--- src/rtl/skrt_ram.sv ---
// skrt_ram: generic simple dual-port RAM, one write and one registered read.
// No dependencies.
module skrt_ram #(
    parameter int WIDTH = 8,
    parameter int DEPTH = 16
) (
    input  logic                     aclk,
    input  logic                     we,
    input  logic [$clog2(DEPTH)-1:0] waddr,
    input  logic [WIDTH-1:0]         wdata,
    input  logic [$clog2(DEPTH)-1:0] raddr,
    output logic [WIDTH-1:0]         rdata
);

    logic [WIDTH-1:0] mem_reg [DEPTH];
    logic [WIDTH-1:0] rdata_reg;

    always_ff @(posedge aclk) begin
        if (we) begin
            mem_reg[waddr] <= wdata;
        end
        rdata_reg <= mem_reg[raddr];
    end

    assign rdata = rdata_reg;

endmodule

--- config.mk ---
export PLATFORM = sky130hd
export DESIGN_NAME = skrt_ram
export DESIGN_NICKNAME = d
export VERILOG_FILES = /design/src/rtl/skrt_ram.sv
export SDC_FILE = /design/constraint.sdc
export NUM_CORES = 1
export LEC_CHECK = 0
export ABC_AREA = 1
export CORE_MARGIN = 5
export CORE_UTILIZATION = 55
export DETAILED_ROUTE_END_ITERATION = 16
export DONT_BUFFER_PORTS = 1
export PLACE_DENSITY = 0.7
export REMOVE_ABC_BUFFERS = 1
export SLEW_MARGIN = 20
export SYNTH_ARGS = -nofsm -noshare
export SYNTH_HDL_FRONTEND = slang
export SYNTH_SLANG_ARGS = --single-unit
--- constraint.sdc ---
create_clock -name aclk -period 1.02 [get_ports aclk]
set_clock_uncertainty 0.05 [all_clocks]
set_input_delay 0.051 -clock aclk [delete_from_list [all_inputs] [get_ports aclk]]
set_output_delay 0.051 -clock aclk [all_outputs]
set_load 0.03 [all_outputs]
# [After elaboration in Yosys (flattened, before gate mapping)]
# Memories as Yosys holds them, arrays and structs flattened. A register that Yosys moved wholly into a read port is not among the register bits.
# Cells that the tools add are included.
[op_classes] n_mux=2
[op_table] op="$mux 1" count=2
[word_totals] regBits=0 mem_bits_rw=128 inputBits=18 output_inout_bits=8 wordCells=3 memories=1
[memory_table] memory="mem_reg" words=16 width=8 rd=1 rd_ports_with_merged_regs=1 write_ports=1 line="15" source="logic [WIDTH-1:0] mem_reg [DEPTH];"

# [Logic depth before layout (Yosys ltp)]
[logic_depth] ltp_word=2 depth_mapped=8 depth_no_buf=7

# [Worst setup path after synthesis]
# No wires, ideal clock.
[synth_timing] path_kind="input to register" from="input port waddr[3]" to="memory mem_reg[4][0] (enable)" setup_ps=370 arrival_ps=632 required_ps=600 setup_slack_ps=-32 stages=2 n_path_buf=0 cell_sequence="nand3b_1 -> nor2_1"
[synth_lines] element="start: declaration" line="9" source="input logic [$clog2(DEPTH)-1:0] waddr,"
[synth_lines] element="end: declaration" line="15"
# Straight into the memory's write port.

# [Worst setup path in the final report]
[layout_timing] from="register rdata_reg[5] (netlist: rdata[5]) (read register of mem_reg)" to="output port rdata[5]"
[layout_lines] element="start: declaration" line="16" source="logic [WIDTH-1:0] rdata_reg;"
[layout_lines] element="end: declaration" line="12" source="output logic [WIDTH-1:0] rdata"
# No word-level cell between the ends.

==> results_dict.tcl <==
set metrics [dict create \
    syn_avg_cell_area_um2 10.5 \
    violations "negative hold slack, negative setup slack" \
    core_region_area_um2 10300 \
    internal-power_uw 10500 \
    ff2ff_setup_slack_ns 0.02 \
    place.gp.congestion 0.769 \
    critPathLaunchType "register" \
    vias 3816 \
    clk_pin_slew_ns 0.06 \
    drv_cap 0 \
    fin_ws_ns -0.0211 \
    cp_data_required_time_ns 0.92 \
    period_minus_slack_ns 1.04 \
    grt_usage_pct 20.8 \
    grt_pass1_wl_mm 19.9 \
    vias_per_cell 5.20 \
    cts_tree "built" \
    arrival_ns 0.94 \
    fin_crit_sh_pct 102 \
    hold_path_class "in2reg" \
    drive_gt1_share_pct 16.6 \
    r2r_cells 6 \
    synth_area_um2 5770 \
    drtIter0Drc 300 \
    reg2reg_to "rdata[0]" \
    switchingPower_uw 2750 \
    h-tree-depth 4 \
    clock-root-buffer "clkbuf_8" \
    setup.worst_path.end "rdata[5]" \
    setup-violations-final 4 \
    outcome "finished, violations left" \
    leakage_uw 0.00299 \
    nets 603 \
    power.total_uw 13200 \
    antenna_found_initial 1 \
    rsz0062_at_grt "yes" \
    clock_sinks 136 \
    ys_ff_latch 136 \
    mostFrequentLayoutCell "nand2_1" \
    seqPwrFrac_pct 48.3 \
    insertion_delay_ns 0.53 \
    antenna_cells 0 \
    grt-ovfl-total 0 \
    place_area_um2 6020 \
    grt_pass1_vias 3890 \
    yosys_warnings 0 \
    p_clk_share_pct 46.5 \
    start_util_pct 56.1 \
    area_growth_pct 20.1 \
    comb_power_share_pct 5.3 \
    hold_viol_final 8 \
    synth_seq_area_share_pct 69.4 \
    routed_wl_mm 12.3 \
    syn_inst 551 \
    row_count 37 \
    numCtsBuffers 17 \
    max_slew.worst_pin.slew_ns 0.663 \
    final_cell_mix "nand2_1, edfxtp_1, inv_1" \
    drt_drc_violations_left 0 \
    slew_headroom_pct 55.7 \
    die_x_um 112 \
    crit_path_start "rdata[5]" \
    end_kind "output pin" \
    ant_nets 0 \
    dieArea_um2 12600 \
    dpl_worst_slack_ns -0.0441 \
    die-height_um 112 \
    ios 26 \
    finalMaxSlewViolations 0 \
    ir_worst_vdd_mv 1.10 \
    swShare_pct 20.8 \
    yosysUniqueCellTypes 12 \
    largest_reg_flops 128 \
    dp_hpwl_mm 7.58 \
    fmax_mhz 961 \
    design_area_um2 6930 \
    cp_num_cells 0 \
    crit_path_max_fanout 1 \
    first_pass_iters 5 \
    hold_buffers 12 \
    grt_max_degree 66 \
    crit_type "reg2out" \
    hold_ws_ns -0.322 \
    post_drt_wl_per_cell_um 16.8 \
    rr_startpoint "mem_reg[15][0]" \
    port_buffers 0 \
    cellPowerDensity_nw_per_um2 1910 \
    clock_tree.buffer_depth 2 \
]
## worst reg2reg max path, cell delays in order (launching register included)
cell and delay [ns]:
edfxtp_1 0.38, inv_1 0.07, nand2_1 0.04, nand3_1 0.10, nand3_1 0.09, nand3_2 0.11, nand2_2 0.05
## final cells by class
class | instances | area (um2)
Clock buffer | 19 | 422
Clock inverter | 13 | 178
Fill cell | 774 | 3350
Inverter | 102 | 383
Multi-Input combinational cell | 289 | 1370
Sequential cell | 136 | 4030
Tap cell | 136 | 170
Timing Repair Buffer | 39 | 375
## Yosys cell counts, drive strengths merged
| library cell | n | share of area, % |
|---|---|---|
| nand2 | 173 | 11 |
| edfxtp | 128 | 67 |
| inv | 102 | 6.6 |
| nand3 | 97 | 8.4 |
| buf | 24 | 2.9 |
| nor2 | 17 | 1.1 |
| dfxtp | 8 | 2.8 |
| nand3b | 2 | 0.26 |
## logic make-up (layout without fill, tap and decap cells)
logic type | Yosys count | in the layout | synth area share, %
AND/OR/NAND/NOR | 289 | 289 | 21.0
flip-flops | 136 | 136 | 69.4
buffers and inverters | 126 | 173 | 9.52
## per-layer routing
metal,track usage [%],vias up,wire (um)
met5,0,-,15
met4,10.3,2,256
met3,4.69,20,712
met2,34.2,125,6220
met1,26.1,1823,5120
li1,-,1846,-
## worst min path at each step
stage / from / to / slack [ns] / cells after the start
4_1_cts: raddr[2] / rdata[5] / -0.34 / 3
5_1_grt: raddr[2] / rdata[5] / -0.31 / 3
6_report: raddr[2] / rdata[5] / -0.32 / 3
3_3_place_gp: wdata[4] / mem_reg[15][4] / 0.10 / 0
3_5_place_dp: wdata[4] / mem_reg[14][4] / 0.10 / 0
2_1_floorplan: wdata[0] / mem_reg[0][0] / 0.1 / 0
## power groups by stage
stage               registers (uW)  clock network (uW)  logic (uW)
floorplan                     6470                   0         337
global route                  6390                6500         775
finish                        6380                6140         696
global placement              6490                   0         504
detailed placement            6490                   0         516
CTS                           6380                6220         642
## metrics by stage
stage / utilization [%] / std cells / TNS, ns
after CTS: 65.9 / 734 / -0.209
after detailed placement: 58.6 / 690 / -0.720
after floorplan: - / 527 / -2.49
after global placement: 58.6 / 690 / 0
after global routing: 67.4 / 734 / -0.383
final: 67.4 / 734 / -0.0439
## timing repair
action | in CTS | in global routing
gates cloned | 0 | 0
resized for setup | 16 | 33
setup buffers | 0 | 0
pin swaps | 0 | 12
setup endpoints to repair | 8 | 16
endpoints found under the hold margin | 168 | 8
No activity file was read; power rests on OpenSTA's default activity.
